File: config.mk
export PLATFORM = sky130hd
export DESIGN_NAME = wnc_queue
export DESIGN_NICKNAME = d
export VERILOG_FILES = /design/src/design/wnc_pkg.sv /design/src/design/wnc_queue.sv
export SDC_FILE = /design/constraint.sdc
export NUM_CORES = 1
export LEC_CHECK = 0
export BUFFER_PORTS_ARGS = -buffer_cell sky130_fd_sc_hd__buf_2
export CAP_MARGIN = 30
export CORE_UTILIZATION = 30
export CTS_CLUSTER_DIAMETER = 50
export CTS_CLUSTER_SIZE = 40
export DETAILED_ROUTE_END_ITERATION = 10
export MAX_ROUTING_LAYER = met4
export PLACE_DENSITY = 0.57
export SYNTH_ARGS = -nofsm -noshare
export SYNTH_HDL_FRONTEND = slang
export SYNTH_SLANG_ARGS = --single-unit
File: constraint.sdc
create_clock -name clk_i -period 3.7 [get_ports clk_i]
set_input_delay 1.11 -clock clk_i [delete_from_list [all_inputs] [get_ports clk_i]]
set_output_delay 1.11 -clock clk_i [all_outputs]
set_load 0.02 [all_outputs]
File: src/design/wnc_pkg.sv
// ----------------------------------------------------------------------------
// Windowed noise covariance package
// Shared widths, register indexes, reset values and the window config type.
// ----------------------------------------------------------------------------
package wnc_pkg;

  localparam int DEFAULT_MAX_DIM     = 1024;
  localparam int DEFAULT_SAMPLE_BITS = 16;

  localparam int DIM_W       = 11;
  localparam int HALF_W      = 10;
  localparam int POS_W       = 10;
  localparam int COUNT_W     = 21;
  localparam int SCALE_W     = 32;
  localparam int OUT_W       = 32;
  localparam int CHUNK_W     = 32;
  localparam int CFG_IDX_W   = 3;
  localparam int CFG_DATA_W  = 32;
  localparam int QUEUE_DEPTH = 4;

  localparam logic [COUNT_W-1:0] COUNT_MAX = '1;

  typedef enum logic [CFG_IDX_W-1:0] {
    REG_GRID_COLS      = 3'd0,
    REG_GRID_ROWS      = 3'd1,
    REG_COL_CENTRE     = 3'd2,
    REG_ROW_CENTRE     = 3'd3,
    REG_COL_HALF_WIDTH = 3'd4,
    REG_ROW_HALF_WIDTH = 3'd5,
    REG_NORM_SCALE     = 3'd6
  } cfg_reg_e;

  localparam logic [DIM_W-1:0]   RST_GRID_COLS  = 11'd256;
  localparam logic [DIM_W-1:0]   RST_GRID_ROWS  = 11'd256;
  localparam logic [DIM_W-1:0]   RST_COL_CENTRE = 11'd128;
  localparam logic [DIM_W-1:0]   RST_ROW_CENTRE = 11'd128;
  localparam logic [HALF_W-1:0]  RST_COL_HALF   = 10'd6;
  localparam logic [HALF_W-1:0]  RST_ROW_HALF   = 10'd6;
  localparam logic [SCALE_W-1:0] RST_NORM_SCALE = 32'd0;

  typedef struct packed {
    logic [DIM_W-1:0]  grid_cols;
    logic [DIM_W-1:0]  grid_rows;
    logic [DIM_W-1:0]  col_centre;
    logic [DIM_W-1:0]  row_centre;
    logic [HALF_W-1:0] col_half_width;
    logic [HALF_W-1:0] row_half_width;
  } win_cfg_t;

endpackage

File: src/design/wnc_queue.sv
// ----------------------------------------------------------------------------
// Classified item queue
// Small FIFO between the classifier and the accumulator.
// ----------------------------------------------------------------------------
module wnc_queue #(
  parameter int WIDTH = 8,
  parameter int DEPTH = wnc_pkg::QUEUE_DEPTH
) (
  input  logic             clk_i,
  input  logic             rst_ni,
  input  logic             valid_i,
  output logic             ready_o,
  input  logic [WIDTH-1:0] data_i,
  output logic             valid_o,
  input  logic             ready_i,
  output logic [WIDTH-1:0] data_o
);

  localparam int PtrW = (DEPTH > 1) ? $clog2(DEPTH) : 1;
  localparam int CntW = $clog2(DEPTH + 1);

  logic [WIDTH-1:0] mem_q [DEPTH];
  logic [PtrW-1:0]  wr_ptr_q;
  logic [PtrW-1:0]  rd_ptr_q;
  logic [CntW-1:0]  cnt_q;
  logic             push;
  logic             pop;

  assign ready_o = (cnt_q != CntW'(DEPTH));
  assign valid_o = (cnt_q != '0);
  assign push    = valid_i && ready_o;
  assign pop     = valid_o && ready_i;
  assign data_o  = mem_q[rd_ptr_q];

  always_ff @(posedge clk_i or negedge rst_ni) begin
    if (!rst_ni) begin
      wr_ptr_q <= '0;
      rd_ptr_q <= '0;
      cnt_q    <= '0;
    end else begin
      if (push) begin
        wr_ptr_q <= (wr_ptr_q == PtrW'(DEPTH - 1)) ? '0 : wr_ptr_q + 1'b1;
      end
      if (pop) begin
        rd_ptr_q <= (rd_ptr_q == PtrW'(DEPTH - 1)) ? '0 : rd_ptr_q + 1'b1;
      end
      if (push && !pop) begin
        cnt_q <= cnt_q + 1'b1;
      end else if (pop && !push) begin
        cnt_q <= cnt_q - 1'b1;
      end
    end
  end

  always_ff @(posedge clk_i) begin
    if (push) begin
      mem_q[wr_ptr_q] <= data_i;
    end
  end

endmodule

==> results of run 1 <==
layout make-up:
| type | count | area (um2) |
|---|---|---|
| inverter | 3 | 11.3 |
| timing repair buffer | 21 | 105 |
| clock buffer | 6 | 72.6 |
| sequential | 39 | 1140 |
| multi-input combinational | 35 | 443 |
| clock inverter | 2 | 60.1 |
| fill | 481 | 3190 |
| tap | 70 | 87.6 |
cell families (layout without fill, tap and decap cells):
group	Yosys count	count (layout)
compound gates	1	1
xor+xnor	3	3
fa+ha+maj	7	7
buf+inv	5	32
flops	39	39
mux	13	13
simple gates	11	11
through the flow:
step	worst slack (ns)	utilization	cell area (um2)
after floorplan	1.28	-	1600
after global placement	1.09	0.349	1780
after detailed placement	1.05	0.349	1780
after CTS	0.776	0.375	1920
after global routing	0.691	0.375	1920
final	0.837	0.375	1920
per-layer routing:
layer	routed length (um)	vias up	track usage
met5	0	-	-
met4	28	0	0.0440
met3	98	2	0.0361
met2	1400	15	0.193
met1	1070	392	0.117
li1	-	354	-
worst max-delay path: stages (launching register included):
cell and delay, ns:
dfrtp_1 0.73, mux4_2 0.57, buf_2 0.17
sequential cells by signal (all words and copies together), names as in the netlist:
| signal | cells |
|---|---|
| wr_ptr_q | 2 |
| mem_q | 32 |
| cnt_q | 3 |
| rd_ptr_q | 2 |
report_power, final:
group          switching, mW  leakage (nW)  total, mW  internal, mW
registers              0.103         0.375      0.698         0.595
logic                  0.245         0.270      0.491         0.246
clock network          0.139        0.0654      0.409         0.269
worst max path at each step:
| stage | start | cells after the start | endpoint |
|---|---|---|---|
| after floorplan | valid_i | 7 | cnt_q[2]$_DFFE_PN0P_ |
| after global placement | valid_i | 8 | cnt_q[2]$_DFFE_PN0P_ |
| after detailed placement | valid_i | 8 | cnt_q[2]$_DFFE_PN0P_ |
| after CTS | rd_ptr_q[0]$_DFFE_PN0P_ | 2 | data_o[0] |
| after global routing | rd_ptr_q[0]$_DFFE_PN0P_ | 2 | data_o[7] |
| final | rd_ptr_q[0]$_DFFE_PN0P_ | 2 | data_o[0] |
cells in the final DEF (no fill, tap or decap):
master,count
clkbuf_8,5
nor2_1,4
mux4_2,8
edfxtp_1,32
mux2_4,2
bufinv_16,2
xnor2_1,1
ha_1,6
xor2_1,2
mux2_2,3
inv_1,3
clkbuf_1,1
dfrtp_1,7
a21boi_2,1
nand2_1,1
buf_2,21
fa_1,1
and2_1,4
nand2_4,1
or3_4,1
==> qor.yml, run 1 <==
outcome: "completed"
power_density_nw_per_um2: 834
netlist_instances: 79
dieArea_um2: 5630
totalPowerFinal_mw: 1.60
syn_area_um2: 1600
clockRootBuffer: "clkbuf_8"
design.core.area_um2: 5110
grt_pass1_vias: 855
gp_congestion: 0.649
layout-drive-gt1-share: 0.415
irDropWorstVdd_mv: 0.248
min_period_over_period: 0.774
die_w_um: 75.0
hold_viol: 0
ys.flop_type: "edfxtp_1"
netlist_top_cells_count: "32 x edfxtp_1, 8 x mux4_2, 7 x dfrtp_1, 6 x ha_1"
criticalPathCategory: "reg -> out"
start_util: 0.313
cts_setup_buffers: 0
min_path_cells: 1
antenna_left: 0
post_synth_num_cell_types: 18
synth_area_leaders: "edfxtp_1 60%, mux4_2 11%, dfrtp_1 11%"
clock.fmax_mhz: 349
n_antenna_cell: 0
dp.cells: 168
clk_pin_slew_worst_paths_ns: 0.07
synth_compound_area_frac: 0.00704
die_y_um: 75.0
cp.arrival_ns: 1.75
yosys.area.top_type: "edfxtp_1"
via_per_inst: 4.34
grt_pass1_wl_um: 4170
drcViolationCount: 0
htreeDepth: 2
synth-edff-count: 32
rsz0062_at_grt: "false"
holdPathEnd: "cnt_q[2]$_DFFE_PN0P_"
drv_cap: 0
grt_usage: 0.111
tightest_slew_ns: 0.599
num_vias: 763
routed_wl_um: 2600
port_buffers: 21
ys_ff_latch: 39
cts.sinks: 39
first_pass_iters: 3
regToRegStartpoint: "cnt_q[2]$_DFFE_PN0P_"
clock_latency_ns: 0.28
setup_tns_ns: 0
worstReg2RegEnd: "cnt_q[2]$_DFFE_PN0P_"
synth_xor_area_frac: 0.0164
synthMuxAreaShare: 0.153
slew_headroom: 0.600
hold_start: "cnt_q[2]$_DFFE_PN0P_"
netlist.area_leader.share: 0.601
worstSetupStartpointType: "flop"
hold_ws_ns: 0.546
clockBufferDepth: 2
synthAdderAreaFrac: 0.0595
final_cells: 176
post-synth-top-count-cell: "edfxtp_1"
yosys.area_share.simple: 0.0415
area_growth_pct: 19.8
fin_skew_ns: 0.00617
syn_avg_cell_area_um2: 20.2
dp_hpwl_um: 1790
hold_class: "reg -> reg"
row_count: 26
slew_viol_final: 0
fin_nets: 124
grt_max_degree: 13
ctsHoldBuffers: 0
cp_max_fo: 11
seq_area_frac_synth: 0.710
synth_nets: 98
synth_top_family_by_area: "multiplexers"
grt_antenna_before_repair: 0
cts_made_buffers: 5
ios: 22
leakage_nw: 0.710
wire_per_inst_um: 14.8
dr.first_iter.drc_count: 51
tritoncts: "yes"
setup_viol: 0
r2r_setup_slack_ns: 1.65
min_period_ns: 2.86
reg2reg_depth: 8
cts_resized: 0
end_kind: "primary output"
ys_warn_count: 0
cp.required_ns: 2.59
overflow: 0
async_flop_share: 0.179
(Power assumes the default switching activity.)
==> run 2, diff against run 1 <==
- clock period: 3.7 -> 2.65 ns (I/O delays scaled with it)
==> run 2 against run 1 <==
Core utilization down 0.27 points. Largest power group unchanged. Sequential power up 40%. Die area unchanged. Sequential cell count unchanged. Register-to-register slack worse by 1.0 ns. Combinational power up 39%. Sequential share of layout area up 0.50 points. Worst setup slack worse by 0.55 ns. Count of clock-buffer cells in the layout unchanged.
==> qor.yml, run 2 (synthesized netlist as in run 1, its figures left out) <==
hold_viol: 0  # unchanged
slew_headroom: 0.670  # +0.0695
row_count: 26  # unchanged
rsz0062_at_grt: "false"
p_sw_uw: 679  # +39%
clockBufferDepth: 2  # unchanged
setup_viol: 0  # unchanged
slowest_stage: "dfrtp_2"
hold_class: "in -> async"
area_growth_pct: 18.9
num_vias: 760  # -0.39%
clock.fmax_mhz: 423
tightest_slew_ns: 0.495  # -0.104 ns
p_int_mw: 1.48  # +33%
pwr-share-seq: 0.451  # +0.014
cp.required_ns: 1.86  # -0.73 ns
cp.arrival_ns: 1.57  # -0.18 ns
grt_busiest_layer: "met2"
p_comb_frac: 0.316  # +0.009
n_antenna_cell: 0  # unchanged
wire_per_inst_um: 14.5  # -2.0%
top_register: "mem_q"
layout-drive-gt1-share: 0.434  # +0.0189
dp_hpwl_um: 1770  # -1.3%
leakage_nw: 0.705  # -0.74%
start_util: 0.313  # unchanged
clock_power_share: 0.232  # -0.024
first_pass_iters: 4  # +1
critical-path-top-delay-family: "flip-flops"
htreeDepth: 2  # unchanged
dr.first_iter.drc_count: 67  # +31%
grt_pass1_vias: 839  # -1.9%
port_buffers: 21  # unchanged
final_cell_mix: "32 x edfxtp_1, 21 x buf_2, 8 x mux4_2"
grt_pass1_wl_um: 4010  # -3.8%
dieArea_um2: 5630  # unchanged
use_met2: 0.187  # -0.00601
tritoncts: "yes"
design.core.area_um2: 5110  # unchanged
final_common_cell: "edfxtp_1"
min_period_over_period: 0.892
largest_reg_flops: 32  # unchanged
cts_made_buffers: 5  # unchanged
sw_frac_of_total: 0.315  # +0.00942
totalPowerFinal_mw: 2.16  # +35%
gp_congestion: 0.649  # about the same
end_kind: "primary output"
dp_slack_ns: 0.315  # -0.736 ns
grt_antenna_before_repair: 0  # unchanged
cts.sinks: 39  # unchanged
cp_max_fo: 11  # unchanged
crit_chain: "mux4_2 > buf_2"
slew_viol_final: 0  # unchanged
via_per_inst: 4.32  # -0.39%
clock_latency_ns: 0.29  # about the same
die_w_um: 75.0  # unchanged
fin_nets: 124  # unchanged
antenna_left: 0  # unchanged
overflow: 0  # unchanged
critPathMaxStageDelay_ns: 0.57  # -0.16 ns
cts_setup_buffers: 0  # unchanged
routed_wl_um: 2550  # -2.0%
setup_tns_ns: 0  # unchanged
min_period_ns: 2.36
cp_num_buf_inv: 1  # unchanged
drcViolationCount: 0  # unchanged
irDropWorstVdd_mv: 0.297  # +20%
criticalPathCategory: "reg -> out"
die_y_um: 75.0  # unchanged
clockRootBuffer: "clkbuf_8"
power_density_nw_per_um2: 1140  # +36%
outcome: "completed"
grt_use_met1: 0.109  # -0.00779
worstSetupStartpointType: "flop"
clk_pin_slew_worst_paths_ns: 0.07  # about the same
fin_skew_ns: 0.00596  # -0.000205 ns
fill_cells: 481  # unchanged
largestRegisters: "mem_q (32), cnt_q (3)"
drv_cap: 0  # unchanged
grt_usage: 0.109  # -0.00237
grt.met3_usage: 0.0335  # -0.00268
setup_ws_ns: 0.286  # -0.551 ns
ios: 22  # unchanged
grt_max_degree: 13  # unchanged
[run 2: cell types whose count changed in the layout (fill, tap and decap cells not counted)]
cell,change
bufinv_16,-1
clkbuf_1,-1
clkbuf_8,+1
clkinv_2,+1
dfrtp_1,-1
dfrtp_2,+1
[run 2: path summary, 6_finish.rpt]
path | start | end | slack, ns | depth (start not counted)
worst max-delay path | rd_ptr_q[0]$_DFFE_PN0P_ | data_o[0] | 0.29 | 2
worst min register to register | cnt_q[2]$_DFFE_PN0P_ | cnt_q[2]$_DFFE_PN0P_ | 0.54 | 1
worst max register to register | cnt_q[0]$_DFFE_PN0P_ | cnt_q[2]$_DFFE_PN0P_ | 0.60 | 8
max in group asynchronous | rst_ni | rd_ptr_q[0]$_DFFE_PN0P_ | 2.15 | 1
worst min-delay path | rst_ni | cnt_q[1]$_DFFE_PN0P_ | 0.32 | 1
min in group clk_i | cnt_q[2]$_DFFE_PN0P_ | cnt_q[2]$_DFFE_PN0P_ | 0.54 | 1
[run 2: cell type report]
| cell class | instances | area (um2) | share of cell area |
|---|---|---|---|
| flip-flops and latches | 39 | 1140 | 0.598 |
| clock buffers | 6 | 82.6 | 0.0434 |
| repair buffers | 21 | 105 | 0.0553 |
| clock inverters | 2 | 35.0 | 0.0184 |
| multi-input cells | 35 | 443 | 0.233 |
| inverters | 3 | 11.3 | 0.00592 |
| well taps | 70 | 87.6 | 0.0461 |
[run 2: worst reg2reg max path: cells and delay by family, from the launching register on]
family,cells,cell delay [ns]
adders and majority gates,2,0.56
and+or+nand+nor,3,0.61
buffers and inverters,1,0.06
DFF,1,0.44
xor gates and xnor gates,2,0.31
[run 2: power by group through the flow]
stage                     clock network [mW]  logic, mW  registers (mW)
after floorplan                            0      0.590           0.901
after global placement                     0      0.678           0.981
after detailed placement                   0      0.702           0.993
after CTS                              0.521      0.701           0.980
after global routing                   0.543      0.759            1.01
final                                  0.502      0.683           0.975
[run 2: stage by stage]
step                      std cells  area (um2)  utilization  hold slack [ns]
after floorplan                  79        1600            -            0.499
after global placement          168        1780        0.349            0.524
after detailed placement        168        1780        0.349            0.536
after CTS                       176        1900        0.372            0.318
after global routing            176        1900        0.372            0.321
final                           176        1900        0.372            0.323
[run 2: metal layers]
metal	wire length, um	up-vias
met5	0	-
met4	66	0
met3	117	7
met2	1340	18
met1	1020	383
li1	-	352
[run 2: what timing repair did]
item,CTS,global route
hold buffers,0,0
setup endpoints to repair,0,8
gates resized for setup,0,1
hold endpoints to repair,0,0
==> run 3, diff against run 2 <==
- CORE_ASPECT_RATIO: unset -> 0.7
- GPL_TIMING_DRIVEN: unset -> 0
- clock period: 2.65 -> 2.7 ns (I/O delays scaled with it)
==> run 3 against run 2 <==
Cell count is 0.57% higher. Die area hardly changed. Critical path type unchanged. Total power is 2.5% higher. Sequential power is 8.6% lower. Largest cell class unchanged. Routed wire length hardly changed. Core utilization is 1.7 points higher. Via count is 0.13% lower. Final area is 1.1% higher. Highest routed layer unchanged. Non-clock buffer count is 2 higher.
==> qor.yml, run 3 (synthesized netlist as in run 1, its figures left out) <==
dp.cells: 169  # +0.60%
worstSetupStartpointType: "flop"
ctsHoldBuffers: 0  # unchanged
clk_pin_slew_worst_paths_ns: 0.08  # about the same
first_pass_iters: 3  # -1
ios: 22  # unchanged
cp.required_ns: 1.89  # +0.03 ns
fin_skew_ns: 0.00603  # +0.0000712 ns
grt_pass1_vias: 795  # -5.2%
fin_area_um2: 1920  # +1.1%
min_period_over_period: 0.926
reg2reg_depth: 8  # unchanged
hold_class: "in -> async"
slew_headroom: 0.622  # -0.0483
largest_reg_flops: 32  # unchanged
num_vias: 759  # -0.13%
tightest_slew_ns: 0.568  # +0.0724 ns
cts_setup_buffers: 0  # unchanged
path_common_cell: "buf_2"
final_core_util: 0.389  # +0.0169
clock_latency_ns: 0.28  # about the same
cp_max_fo: 10  # -1
fill_cells: 469  # -2.5%
min_period_ns: 2.50
totalPowerFinal_mw: 2.21  # +2.5%
port_buffers: 21  # unchanged
dp_hpwl_um: 1720  # -2.5%
die_y_um: 63.1  # -16%
largestRegisters: "mem_q (32), cnt_q (3)"
dr.first_iter.drc_count: 26  # -61%
clock.fmax_mhz: 400
rsz0062_at_grt: "false"
dieArea_um2: 5630  # about the same
crit_chain: "buf_2 > mux4_2 > buf_2"
design.core.area_um2: 4940  # -3.3%
antenna_left: 0  # unchanged
slew_viol_final: 0  # unchanged
die_w_um: 89.3  # +19%
final_cell_mix: "32 x edfxtp_1, 22 x buf_2, 8 x mux4_2"
wire_per_inst_um: 14.4  # -0.53%
setup_ws_ns: 0.199  # -0.0868 ns
clockRootBuffer: "clkbuf_8"
routed_wl_um: 2550  # about the same
start_util: 0.324  # +0.0106
via_per_inst: 4.29  # -0.70%
drv_cap: 0  # unchanged
cts.sinks: 39  # unchanged
n_antenna_cell: 0  # unchanged
fin_nets: 126  # +1.6%
setup_tns_ns: 0  # unchanged
dp_slack_ns: 0.375  # +0.0598 ns
grt_usage: 0.109  # -0.000120
end_kind: "primary output"
power_density_nw_per_um2: 1150  # +1.3%
top_register: "mem_q"
row_count: 21  # -19%
dpl_cell_area_um2: 1790  # +0.42%
regArea_um2: 1140  # -0.11%
setup_viol: 0  # unchanged
cts_resized: 0  # unchanged
grt_antenna_before_repair: 0  # unchanged
critPathMaxStageDelay_ns: 0.56  # about the same
htreeDepth: 2  # unchanged
drcViolationCount: 0  # unchanged
hold_ws_ns: 0.348  # +0.0256 ns
criticalPathCategory: "reg -> out"
area_growth_pct: 20.3
hold_viol: 0  # unchanged
clockBufferDepth: 2  # unchanged
grt_pass1_wl_um: 4040  # +0.87%
irDropWorstVdd_mv: 0.492  # +65%
final_cells: 177  # +0.57%
final_common_cell: "edfxtp_1"
overflow: 0  # unchanged
leakage_nw: 0.716  # +1.5%
cts_made_buffers: 5  # unchanged
slowest_stage: "mux4_2"
cp.arrival_ns: 1.69  # +0.12 ns
grt_max_degree: 13  # unchanged
multi_input_area_um2: 443  # unchanged
gp_congestion: 0.669  # +3.2%
outcome: "completed"
layout-drive-gt1-share: 0.417  # -0.0173
tritoncts: "yes"
==> run 3: path summary, 6_finish.rpt <==
path                                         startpoint                      end  slack [ns]
worst min-delay path                             rst_ni     cnt_q[2]$_DFFE_PN0P_        0.35
worst max register to register     cnt_q[0]$_DFFE_PN0P_     cnt_q[2]$_DFFE_PN0P_        0.66
worst max-delay path            rd_ptr_q[0]$_DFFE_PN0P_                data_o[3]        0.20
min in group clk_i                 cnt_q[2]$_DFFE_PN0P_     cnt_q[2]$_DFFE_PN0P_        0.55
max in group asynchronous                        rst_ni  rd_ptr_q[1]$_DFFE_PN0P_        2.19
worst min register to register     cnt_q[2]$_DFFE_PN0P_     cnt_q[2]$_DFFE_PN0P_        0.55
==> run 3: power by group <==
| group | leakage (nW) | switching, mW | internal, mW |
|---|---|---|---|
| combinational | 0.275 | 0.412 | 0.345 |
| sequential | 0.375 | 0.0754 | 0.816 |
| clock | 0.0654 | 0.196 | 0.369 |
| total | 0.716 | 0.683 | 1.53 |
==> run 3: routing by layer <==
metal / wire, um / part of all wire / GRT usage / vias to the layer above
li1: - / - / - / 355
met1: 1270 / 0.50 / 0.138 / 381
met2: 1140 / 0.45 / 0.148 / 16
met3: 87 / 0.034 / 0.0406 / 7
met4: 56 / 0.022 / 0.0615 / 0
met5: 0 / 0 / - / -
==> run 3: cell type report <==
class / count / share of cell area
flip-flops and latches: 39 / 0.591
multi-input cells: 35 / 0.230
well taps: 69 / 0.0449
clock buffers: 6 / 0.0377
clock inverters: 2 / 0.0312
repair buffers: 21 / 0.0547
inverters: 3 / 0.00586
plain buffers: 2 / 0.00455
==> run 3: worst max-delay path: cells and delay by family, from the launching register on <==
family,cells,cell delay [ns]
multiplexers,1,0.56
flip-flops,1,0.35
buffers and inverters,2,0.50
