--- src/design/wnc_pkg.sv ---
// ----------------------------------------------------------------------------
// Windowed noise covariance package
// Shared widths, register indexes, reset values and the window config type.
// ----------------------------------------------------------------------------
package wnc_pkg;

  localparam int DEFAULT_MAX_DIM     = 1024;
  localparam int DEFAULT_SAMPLE_BITS = 16;

  localparam int DIM_W       = 11;
  localparam int HALF_W      = 10;
  localparam int POS_W       = 10;
  localparam int COUNT_W     = 21;
  localparam int SCALE_W     = 32;
  localparam int OUT_W       = 32;
  localparam int CHUNK_W     = 32;
  localparam int CFG_IDX_W   = 3;
  localparam int CFG_DATA_W  = 32;
  localparam int QUEUE_DEPTH = 4;

  localparam logic [COUNT_W-1:0] COUNT_MAX = '1;

  typedef enum logic [CFG_IDX_W-1:0] {
    REG_GRID_COLS      = 3'd0,
    REG_GRID_ROWS      = 3'd1,
    REG_COL_CENTRE     = 3'd2,
    REG_ROW_CENTRE     = 3'd3,
    REG_COL_HALF_WIDTH = 3'd4,
    REG_ROW_HALF_WIDTH = 3'd5,
    REG_NORM_SCALE     = 3'd6
  } cfg_reg_e;

  localparam logic [DIM_W-1:0]   RST_GRID_COLS  = 11'd256;
  localparam logic [DIM_W-1:0]   RST_GRID_ROWS  = 11'd256;
  localparam logic [DIM_W-1:0]   RST_COL_CENTRE = 11'd128;
  localparam logic [DIM_W-1:0]   RST_ROW_CENTRE = 11'd128;
  localparam logic [HALF_W-1:0]  RST_COL_HALF   = 10'd6;
  localparam logic [HALF_W-1:0]  RST_ROW_HALF   = 10'd6;
  localparam logic [SCALE_W-1:0] RST_NORM_SCALE = 32'd0;

  typedef struct packed {
    logic [DIM_W-1:0]  grid_cols;
    logic [DIM_W-1:0]  grid_rows;
    logic [DIM_W-1:0]  col_centre;
    logic [DIM_W-1:0]  row_centre;
    logic [HALF_W-1:0] col_half_width;
    logic [HALF_W-1:0] row_half_width;
  } win_cfg_t;

endpackage

--- src/design/wnc_in_if.sv ---
// ----------------------------------------------------------------------------
// Sample pair channel
// Valid/ready channel carrying one pair of complex samples and its position.
// ----------------------------------------------------------------------------
interface wnc_in_if #(
  parameter int SAMPLE_BITS = wnc_pkg::DEFAULT_SAMPLE_BITS
);
  logic                            valid;
  logic                            ready;
  logic signed [SAMPLE_BITS-1:0]   a_re;
  logic signed [SAMPLE_BITS-1:0]   a_im;
  logic signed [SAMPLE_BITS-1:0]   b_re;
  logic signed [SAMPLE_BITS-1:0]   b_im;
  logic [wnc_pkg::POS_W-1:0]       row_pos;
  logic [wnc_pkg::POS_W-1:0]       col_pos;
  logic                            last_pair;

  modport source (
    output valid, a_re, a_im, b_re, b_im, row_pos, col_pos, last_pair,
    input  ready
  );

  modport sink (
    input  valid, a_re, a_im, b_re, b_im, row_pos, col_pos, last_pair,
    output ready
  );
endinterface

--- src/design/wnc_front.sv ---
// ----------------------------------------------------------------------------
// Window classifier front end
// Reduces the window offset per axis after each config change, then runs a
// two-stage pipeline that tests each item against the window and forms the
// cross products.
// ----------------------------------------------------------------------------
module wnc_front #(
  parameter int MAX_DIM     = wnc_pkg::DEFAULT_MAX_DIM,
  parameter int SAMPLE_BITS = wnc_pkg::DEFAULT_SAMPLE_BITS,
  localparam int TermW      = 2 * SAMPLE_BITS + 1,
  localparam int EntryW     = 2 * TermW + 2
) (
  input  logic              clk_i,
  input  logic              rst_ni,
  input  wnc_pkg::win_cfg_t cfg_i,
  input  logic              cfg_wr_i,
  wnc_in_if.sink            sample_i,
  output logic              q_valid_o,
  input  logic              q_ready_i,
  output logic [EntryW-1:0] q_data_o
);

  localparam int DimW   = wnc_pkg::DIM_W;
  localparam int HalfW  = wnc_pkg::HALF_W;
  localparam int ProdW  = 2 * SAMPLE_BITS;
  localparam int VW     = DimW + 1;
  localparam int WideW  = 2 * DimW + 1;
  localparam int RemW   = 2 * DimW + 2;
  localparam int CntW   = $clog2(DimW + 1);
  localparam int StepsB = (DimW + 1) / 2;
  localparam int NAx    = 2;

  logic [DimW-1:0]  size_raw   [NAx];
  logic [DimW-1:0]  centre_raw [NAx];
  logic [HalfW-1:0] half_raw   [NAx];
  logic [DimW-1:0]  size_eff   [NAx];
  logic [HalfW-1:0] half_eff   [NAx];
  logic [DimW-1:0]  twice_half [NAx];
  logic             full       [NAx];

  // axis 0 is rows, axis 1 is columns
  always_comb begin
    size_raw[0]   = cfg_i.grid_rows;
    size_raw[1]   = cfg_i.grid_cols;
    centre_raw[0] = cfg_i.row_centre;
    centre_raw[1] = cfg_i.col_centre;
    half_raw[0]   = cfg_i.row_half_width;
    half_raw[1]   = cfg_i.col_half_width;
    for (int ax = 0; ax < NAx; ax++) begin
      if (size_raw[ax] == '0) begin
        size_eff[ax] = DimW'(1);
      end else if (32'(size_raw[ax]) > 32'(MAX_DIM)) begin
        size_eff[ax] = DimW'(MAX_DIM);
      end else begin
        size_eff[ax] = size_raw[ax];
      end
      half_eff[ax]   = (half_raw[ax] == '0) ? HalfW'(1) : half_raw[ax];
      twice_half[ax] = DimW'({half_eff[ax], 1'b0});
      full[ax]       = (twice_half[ax] >= size_eff[ax]);
    end
  end

  // offset (half - centre) mod size, one restoring step per cycle
  logic            pre_load_q;
  logic            pre_busy_q;
  logic [CntW-1:0] pre_cnt_q;
  logic [RemW-1:0] rem_q [NAx];
  logic [RemW-1:0] div_q [NAx];

  always_ff @(posedge clk_i or negedge rst_ni) begin
    if (!rst_ni) begin
      pre_load_q <= 1'b1;
      pre_busy_q <= 1'b1;
      pre_cnt_q  <= '0;
    end else if (cfg_wr_i) begin
      pre_load_q <= 1'b1;
      pre_busy_q <= 1'b1;
    end else if (pre_load_q) begin
      pre_load_q <= 1'b0;
      pre_cnt_q  <= CntW'(DimW);
    end else if (pre_busy_q) begin
      if (pre_cnt_q == '0) begin
        pre_busy_q <= 1'b0;
      end else begin
        pre_cnt_q <= pre_cnt_q - 1'b1;
      end
    end
  end

  always_ff @(posedge clk_i) begin
    for (int ax = 0; ax < NAx; ax++) begin
      if (pre_load_q) begin
        rem_q[ax] <= (RemW'(size_eff[ax]) << DimW) + RemW'(half_eff[ax])
                     - RemW'(centre_raw[ax]);
        div_q[ax] <= RemW'(size_eff[ax]) << DimW;
      end else if (pre_busy_q) begin
        if (rem_q[ax] >= div_q[ax]) begin
          rem_q[ax] <= rem_q[ax] - div_q[ax];
        end
        div_q[ax] <= div_q[ax] >> 1;
      end
    end
  end

  // stage A: upper reduction steps and products
  logic                    va_q;
  logic [VW-1:0]           ra_q [NAx];
  logic signed [ProdW-1:0] p_q  [4];
  logic                    last_a_q;
  logic [VW-1:0]           pos_w [NAx];
  logic [WideW-1:0]        ra_w  [NAx];
  logic                    acc_in;
  logic                    move_ab;

  // stage B: lower reduction steps, window test and cross terms
  logic                    vb_q;
  logic                    hit_q;
  logic                    last_b_q;
  logic signed [TermW-1:0] re_q;
  logic signed [TermW-1:0] im_q;
  logic [WideW-1:0]        rb_w  [NAx];
  logic                    hit_ax [NAx];
  logic                    hit_w;
  logic signed [TermW-1:0] re_w;
  logic signed [TermW-1:0] im_w;

  assign move_ab        = va_q && (!vb_q || q_ready_i);
  assign sample_i.ready = !pre_busy_q && (!va_q || move_ab);
  assign acc_in         = sample_i.valid && sample_i.ready;

  always_comb begin
    pos_w[0] = VW'(sample_i.row_pos);
    pos_w[1] = VW'(sample_i.col_pos);
    for (int ax = 0; ax < NAx; ax++) begin
      ra_w[ax] = WideW'(pos_w[ax]) + WideW'(rem_q[ax][DimW-1:0]);
      for (int k = DimW; k >= StepsB; k--) begin
        if (ra_w[ax] >= (WideW'(size_eff[ax]) << k)) begin
          ra_w[ax] = ra_w[ax] - (WideW'(size_eff[ax]) << k);
        end
      end
    end
  end

  always_comb begin
    hit_w = 1'b1;
    for (int ax = 0; ax < NAx; ax++) begin
      rb_w[ax] = WideW'(ra_q[ax]);
      for (int k = StepsB - 1; k >= 0; k--) begin
        if (rb_w[ax] >= (WideW'(size_eff[ax]) << k)) begin
          rb_w[ax] = rb_w[ax] - (WideW'(size_eff[ax]) << k);
        end
      end
      hit_ax[ax] = full[ax] || (rb_w[ax][DimW-1:0] < twice_half[ax]);
      hit_w      = hit_w && hit_ax[ax];
    end
    re_w = TermW'(p_q[0]) + TermW'(p_q[1]);
    im_w = TermW'(p_q[2]) - TermW'(p_q[3]);
  end

  always_ff @(posedge clk_i or negedge rst_ni) begin
    if (!rst_ni) begin
      va_q <= 1'b0;
      vb_q <= 1'b0;
    end else begin
      if (acc_in) begin
        va_q <= 1'b1;
      end else if (move_ab) begin
        va_q <= 1'b0;
      end
      if (move_ab) begin
        vb_q <= 1'b1;
      end else if (q_ready_i) begin
        vb_q <= 1'b0;
      end
    end
  end

  always_ff @(posedge clk_i) begin
    if (acc_in) begin
      for (int ax = 0; ax < NAx; ax++) begin
        ra_q[ax] <= VW'(ra_w[ax]);
      end
      p_q[0]   <= ProdW'(sample_i.a_re) * ProdW'(sample_i.b_re);
      p_q[1]   <= ProdW'(sample_i.a_im) * ProdW'(sample_i.b_im);
      p_q[2]   <= ProdW'(sample_i.a_im) * ProdW'(sample_i.b_re);
      p_q[3]   <= ProdW'(sample_i.a_re) * ProdW'(sample_i.b_im);
      last_a_q <= sample_i.last_pair;
    end
    if (move_ab) begin
      hit_q    <= hit_w;
      last_b_q <= last_a_q;
      re_q     <= re_w;
      im_q     <= im_w;
    end
  end

  assign q_valid_o = vb_q;
  assign q_data_o  = {hit_q, last_b_q, re_q, im_q};

endmodule

--- src/flat_wrapper.sv ---
// flat-port wrapper written by rule: the top's interface ports become plain ports
module wnc_front_flat 
#(
  parameter int MAX_DIM     = wnc_pkg::DEFAULT_MAX_DIM,
  parameter int SAMPLE_BITS = wnc_pkg::DEFAULT_SAMPLE_BITS,
  localparam int TermW      = 2 * SAMPLE_BITS + 1,
  localparam int EntryW     = 2 * TermW + 2
)
  (clk_i, rst_ni, cfg_i, cfg_wr_i, q_valid_o, q_ready_i, q_data_o, sample_i_valid, sample_i_a_re, sample_i_a_im, sample_i_b_re, sample_i_b_im, sample_i_row_pos, sample_i_col_pos, sample_i_last_pair, sample_i_ready);
  wnc_in_if #(.SAMPLE_BITS(SAMPLE_BITS)) sample_i_i ();
  input  logic clk_i;
  input  logic rst_ni;
  input  wnc_pkg::win_cfg_t cfg_i;
  input  logic cfg_wr_i;
  output logic q_valid_o;
  input  logic q_ready_i;
  output logic [EntryW-1:0] q_data_o;
  input wire logic [$bits(sample_i_i.valid)-1:0] sample_i_valid;
  input wire logic [$bits(sample_i_i.a_re)-1:0] sample_i_a_re;
  input wire logic [$bits(sample_i_i.a_im)-1:0] sample_i_a_im;
  input wire logic [$bits(sample_i_i.b_re)-1:0] sample_i_b_re;
  input wire logic [$bits(sample_i_i.b_im)-1:0] sample_i_b_im;
  input wire logic [$bits(sample_i_i.row_pos)-1:0] sample_i_row_pos;
  input wire logic [$bits(sample_i_i.col_pos)-1:0] sample_i_col_pos;
  input wire logic [$bits(sample_i_i.last_pair)-1:0] sample_i_last_pair;
  output wire logic [$bits(sample_i_i.ready)-1:0] sample_i_ready;
  assign sample_i_i.valid = sample_i_valid;
  assign sample_i_i.a_re = sample_i_a_re;
  assign sample_i_i.a_im = sample_i_a_im;
  assign sample_i_i.b_re = sample_i_b_re;
  assign sample_i_i.b_im = sample_i_b_im;
  assign sample_i_i.row_pos = sample_i_row_pos;
  assign sample_i_i.col_pos = sample_i_col_pos;
  assign sample_i_i.last_pair = sample_i_last_pair;
  assign sample_i_ready = sample_i_i.ready;
  wnc_front #(.MAX_DIM(MAX_DIM), .SAMPLE_BITS(SAMPLE_BITS)) u_core (.clk_i(clk_i), .rst_ni(rst_ni), .cfg_i(cfg_i), .cfg_wr_i(cfg_wr_i), .sample_i(sample_i_i), .q_valid_o(q_valid_o), .q_ready_i(q_ready_i), .q_data_o(q_data_o));
endmodule
--- config.mk ---
export PLATFORM = sky130hd
export DESIGN_NAME = wnc_front_flat
export DESIGN_NICKNAME = d
export VERILOG_FILES = /design/src/design/wnc_pkg.sv /design/src/design/wnc_in_if.sv /design/src/design/wnc_front.sv /design/src/flat_wrapper.sv
export SDC_FILE = /design/constraint.sdc
export NUM_CORES = 2
export LEC_CHECK = 0
export ABC_CLOCK_PERIOD_IN_PS = 20000
export BUFFER_PORTS_ARGS = -buffer_cell sky130_fd_sc_hd__buf_2
export CORE_AREA = 2 2 360 362
export CTS_BUF_LIST = sky130_fd_sc_hd__clkbuf_8
export CTS_CLUSTER_DIAMETER = 100
export DETAILED_ROUTE_END_ITERATION = 10
export DIE_AREA = 0 0 362 364
export HOLD_SLACK_MARGIN = 0.1
export PLACE_DENSITY = 0.8
export RECOVER_POWER = 50
export SLEW_MARGIN = 20
export SYNTH_ARGS = -nofsm -noshare
export SYNTH_HDL_FRONTEND = slang
export SYNTH_SLANG_ARGS = --single-unit
export TNS_END_PERCENT = 50
--- constraint.sdc ---
create_clock -name clk_i -period 20 [get_ports clk_i]
set_input_delay 1 -clock clk_i [delete_from_list [all_inputs] [get_ports clk_i]]
set_output_delay 1 -clock clk_i [all_outputs]
set_load 0.03 [all_outputs]
==> impl_results.html <==
<table>
<tr><th>Metric</th><th>Value</th></tr>
<tr><th colspan="2">Drt</th></tr>
<tr><td>Remaining DRCs</td><td>0</td></tr>
<tr><td>Post-Route WL</td><td>197 mm</td></tr>
<tr><td>Post-route ant nets</td><td>0</td></tr>
<tr><td>Number of violations reported at the end of detailed-routing iteration 0</td><td>~4,000</td></tr>
<tr><td>Detail-routed net length per standard cell</td><td>roughly 20 um</td></tr>
<tr><td>DR vias</td><td>58,800</td></tr>
<tr><td>Via density per instance</td><td>between 5 and 6</td></tr>
<tr><td>Iteration count of the initial detailed-routing pass</td><td>8</td></tr>
<tr><th colspan="2">Placement</th></tr>
<tr><td>Port Buffers</td><td>223</td></tr>
<tr><td>Number of instances in the placed design</td><td>between 9,000 and 10,000</td></tr>
<tr><td>HPWL after DPL</td><td>between 150 and 200 mm</td></tr>
<tr><td>Routability cong.</td><td>~0.95</td></tr>
<tr><th colspan="2">Clock network</th></tr>
<tr><td>Clk_lat worst skew</td><td>770 ps</td></tr>
<tr><td>CTS tree</td><td>yes</td></tr>
<tr><td>Number of setup buffers added after CTS</td><td>0</td></tr>
<tr><td>Count of H-tree levels built during CTS</td><td>3</td></tr>
<tr><td>Clock sink count</td><td>about 320</td></tr>
<tr><td>Number of buffers on the longest clock path</td><td>3</td></tr>
<tr><td>TritonCTS Buffers</td><td>between 60 and 70</td></tr>
<tr><td>Clock root buffer</td><td>clkbuf_8</td></tr>
<tr><td>Clock transition at the registers of the reported paths</td><td>roughly 60 ps</td></tr>
<tr><th colspan="2">Synth</th></tr>
<tr><td>Instance count of the mapped netlist</td><td>a little over 8,000</td></tr>
<tr><td>Fraction of post-synthesis cell area in the top cell type by area</td><td>29.7%</td></tr>
<tr><td>Proportion of synthesized flip-flops having asynchronous set or reset</td><td>2.49%</td></tr>
<tr><td>Warning count from the yosys run</td><td>0</td></tr>
<tr><td>Top-count cell post-synth</td><td>inv_1</td></tr>
<tr><td>Number of enable-type register cells in the synthesized netlist</td><td>roughly 310</td></tr>
<tr><td>Primary FF master, synth</td><td>edfxtp_1</td></tr>
<tr><td>Top cells by area in the synthesized netlist</td><td>fa_1 (30%), ha_1 (13%), edfxtp_1 (13%)</td></tr>
<tr><td>Fraction of the yosys area taken by sequential cells</td><td>between 10% and 20%</td></tr>
<tr><td>Area leader, netlist</td><td>fa_1</td></tr>
<tr><td>Synth cell types</td><td>101</td></tr>
<tr><td>Number of nets produced by synthesis</td><td>10,200</td></tr>
<tr><td>Most frequent cells after synthesis</td><td>inv_1 (1,424), fa_1 (1,078), nand2_1 (921), ha_1 (754), and2_1 (444)</td></tr>
<tr><td>Number of synthesized register bits</td><td>321</td></tr>
<tr><td>Syn avg cell area</td><td>around 8.9 um^2</td></tr>
<tr><td>Cell area after synthesis</td><td>between 70,000 and 80,000 um^2</td></tr>
<tr><th colspan="2">STA</th></tr>
<tr><td>Setup violation total in the final timing report</td><td>0</td></tr>
<tr><td>Max-Slew Margin vs Limit</td><td>-402%</td></tr>
<tr><td>Measured slew at the worst slew-check pin</td><td>between 7000 and 8000 ps</td></tr>
<tr><td>Final worst-path cycle share</td><td>92.8%</td></tr>
<tr><td>Unrepaired setup endpoints after global routing</td><td>true</td></tr>
<tr><td>Number of slew-limit violations in the final report</td><td>~310</td></tr>
<tr><td>Highest achievable clock rate</td><td>between 50 and 60 MHz</td></tr>
<tr><td>Setup Skew</td><td>about 39 ps</td></tr>
<tr><td>Clock period minus final worst setup slack</td><td>18,550 ps</td></tr>
<tr><td>Final hold viol count</td><td>0</td></tr>
<tr><th colspan="2">Critical path</th></tr>
<tr><td>Buffer and inverter count on the worst path</td><td>5</td></tr>
<tr><td>Worst-path fanout max</td><td>16</td></tr>
<tr><td>Reg-to-reg setup timing slack</td><td>roughly 1500 ps</td></tr>
<tr><td>Type of element capturing the critical path</td><td>register</td></tr>
<tr><td>Cell family contributing the most delay on the critical path</td><td>compound AO/OA/AOI/OAI gates</td></tr>
<tr><td>Critical Path Max Stage Delay</td><td>550 ps</td></tr>
<tr><td>CP Launch Type</td><td>primary input</td></tr>
<tr><td>Critical path startpoint</td><td>cfg_i[45]</td></tr>
<tr><td>Crit Path Class</td><td>in -&gt; reg</td></tr>
<tr><td>Critical Path RT</td><td>between 20,000 and 25,000 ps</td></tr>
<tr><td>Cell occurring most often along the worst timing path</td><td>o21ai_0</td></tr>
<tr><td>Crit-path slowest cell</td><td>or3_1</td></tr>
<tr><td>Launching point of the worst reg2reg path</td><td>u_core.rem_q[0][4]$_DFFE_PP_</td></tr>
<tr><td>Arrival time worst endpoint</td><td>roughly 19,000 ps</td></tr>
<tr><th colspan="2">Run</th></tr>
<tr><td>Count of max-cap constraint violations</td><td>6</td></tr>
<tr><th colspan="2">Cells and area</th></tr>
<tr><td>Non-Filler Instances</td><td>around 10,000</td></tr>
<tr><td>Post-layout nets</td><td>between 10,000 and 15,000</td></tr>
<tr><td>Growth of design area from synthesis to finish</td><td>5.67%</td></tr>
<tr><td>Share of post-route cells with drive strength above 1</td><td>5.53%</td></tr>
<tr><th colspan="2">Die</th></tr>
<tr><td>Height of the chip</td><td>364 um</td></tr>
<tr><td>Starting density of the core</td><td>between 50 and 60%</td></tr>
<tr><td>Boundary pin count</td><td>224</td></tr>
<tr><td>Die Area</td><td>around 130,000 um^2</td></tr>
<tr><td>Die extent in x</td><td>362 um</td></tr>
<tr><td>Core footprint</td><td>128,000 um^2</td></tr>
<tr><td>Count of standard-cell rows</td><td>~130</td></tr>
<tr><th colspan="2">Global route</th></tr>
<tr><td>Number of global-route vias before repair</td><td>61,700</td></tr>
<tr><td>Global-route total usage across every layer</td><td>between 20% and 30%</td></tr>
<tr><td>Number of antenna violations at the first check in global routing</td><td>20</td></tr>
<tr><td>Wire length of the first global-routing pass</td><td>about 310 mm</td></tr>
<tr><td>Pin count of the biggest net entering global routing</td><td>approximately 130</td></tr>
<tr><td>Aggregate global routing overflow</td><td>0</td></tr>
<tr><th colspan="2">Worst hold path</th></tr>
<tr><td>Hold/Removal Path Class</td><td>in -&gt; reg</td></tr>
<tr><td>Worst Min Path Start</td><td>cfg_wr_i</td></tr>
<tr><th colspan="2">Status</th></tr>
<tr><td>Outcome</td><td>finished with violations</td></tr>
<tr><td>Violated checks</td><td>capacitance limit, slew limit</td></tr>
</table>
-- layout by cell type, fill, tap and decap left out, types with 71 or more instances in the layout --
cell and count:
a21o_1 121, a21oi_1 344, and2_1 432, buf_2 152, buf_4 73, clkbuf_1 74
edfxtp_1 313, fa_1 1078, ha_1 754, inv_1 1441, nand2_1 920, nand2b_1 133
nand3_1 106, nand4_1 75, nor2_1 355, nor2b_1 90, nor3_1 165, o21a_1 71
o21ai_0 310, xnor2_1 274, xor2_1 124
-- cell families after synthesis --
family / Yosys count / share of synthesized area (%)
muxes: 83 / 1.23
xor gates and xnor gates: 399 / 4.83
DFF: 321 / 13.2
and+or+nand+nor: 2527 / 17.2
buffers and inverters: 1707 / 8.86
AOI/OAI and AO/OA: 1322 / 12.0
adders and majority gates: 1832 / 42.7
-- stage by stage --
step | TNS, ps | hold slack, ps | util (%) | area, um^2 | worst slack [ps]
finish | 0 | 422 | 59.8 | 76700 | 1450
global route | -106 | 376 | 59.8 | 76700 | -106
detailed placement | -554 | 406 | 58.7 | 75300 | -554
CTS | 0 | 312 | 59.8 | 76700 | 167
floorplan | 0 | 400 | - | 72600 | 1310
global placement | -89.0 | 403 | 58.7 | 75300 | -89.0
-- routing by layer --
metal  GRT usage [%]  vias up  wire (um)
met2            53.3     2205      97300
met5               0        -        170
met3            5.06      583      14100
met1            35.7    29100      77000
li1                -    27000          -
met4            12.6       30       8120
-- final cells by class --
class                   count  area, um^2
repair buffers            300        1600
clock inverters            51         407
diodes                      8        20.0
well taps                1675        2100
multi-input cells        6163       56700
inverters                1426        5350
flip-flops and latches    321        9600
clock buffers              69         950
fillers                 10900       51600
-- what timing repair did --
item,in CTS,in global routing
endpoints found under the hold margin,4,0
resized for setup,0,24
endpoints found under the setup margin,0,12
hold buffers,1,0
-- sequential cells by signal, summed over array words and instances (netlist names) --
name / count
u_core.div_q: 44
u_core.hit_q: 1
u_core.im_q: 33
u_core.last_a_q: 1
u_core.last_b_q: 1
u_core.p_q: 128
u_core.pre_busy_q: 1
u_core.pre_cnt_q: 4
u_core.pre_load_q: 1
u_core.q_valid_o: 1
u_core.ra_q: 24
u_core.re_q: 33
u_core.rem_q: 48
u_core.va_q: 1
-- path summary, 6_finish.rpt --
kind                                                    to  depth (start not counted)
max                                 u_core.hit_q$_DFFE_PP_                         82
min                            u_core.pre_load_q$_DFF_PN1_                          1
max reg2reg                   u_core.ra_q[0][11]$_DFFE_PP_                         77
min reg2reg                      u_core.last_b_q$_DFFE_PP_                          0
max in group asynchronous     u_core.q_valid_o$_DFFE_PN0P_                          2
min in group asynchronous  u_core.pre_cnt_q[2]$_DFFE_PN0P_                          2
Power is left out: the tool's default activity adds up to more than one toggle a clock period on the data nets, which glitch-free logic cannot reach.
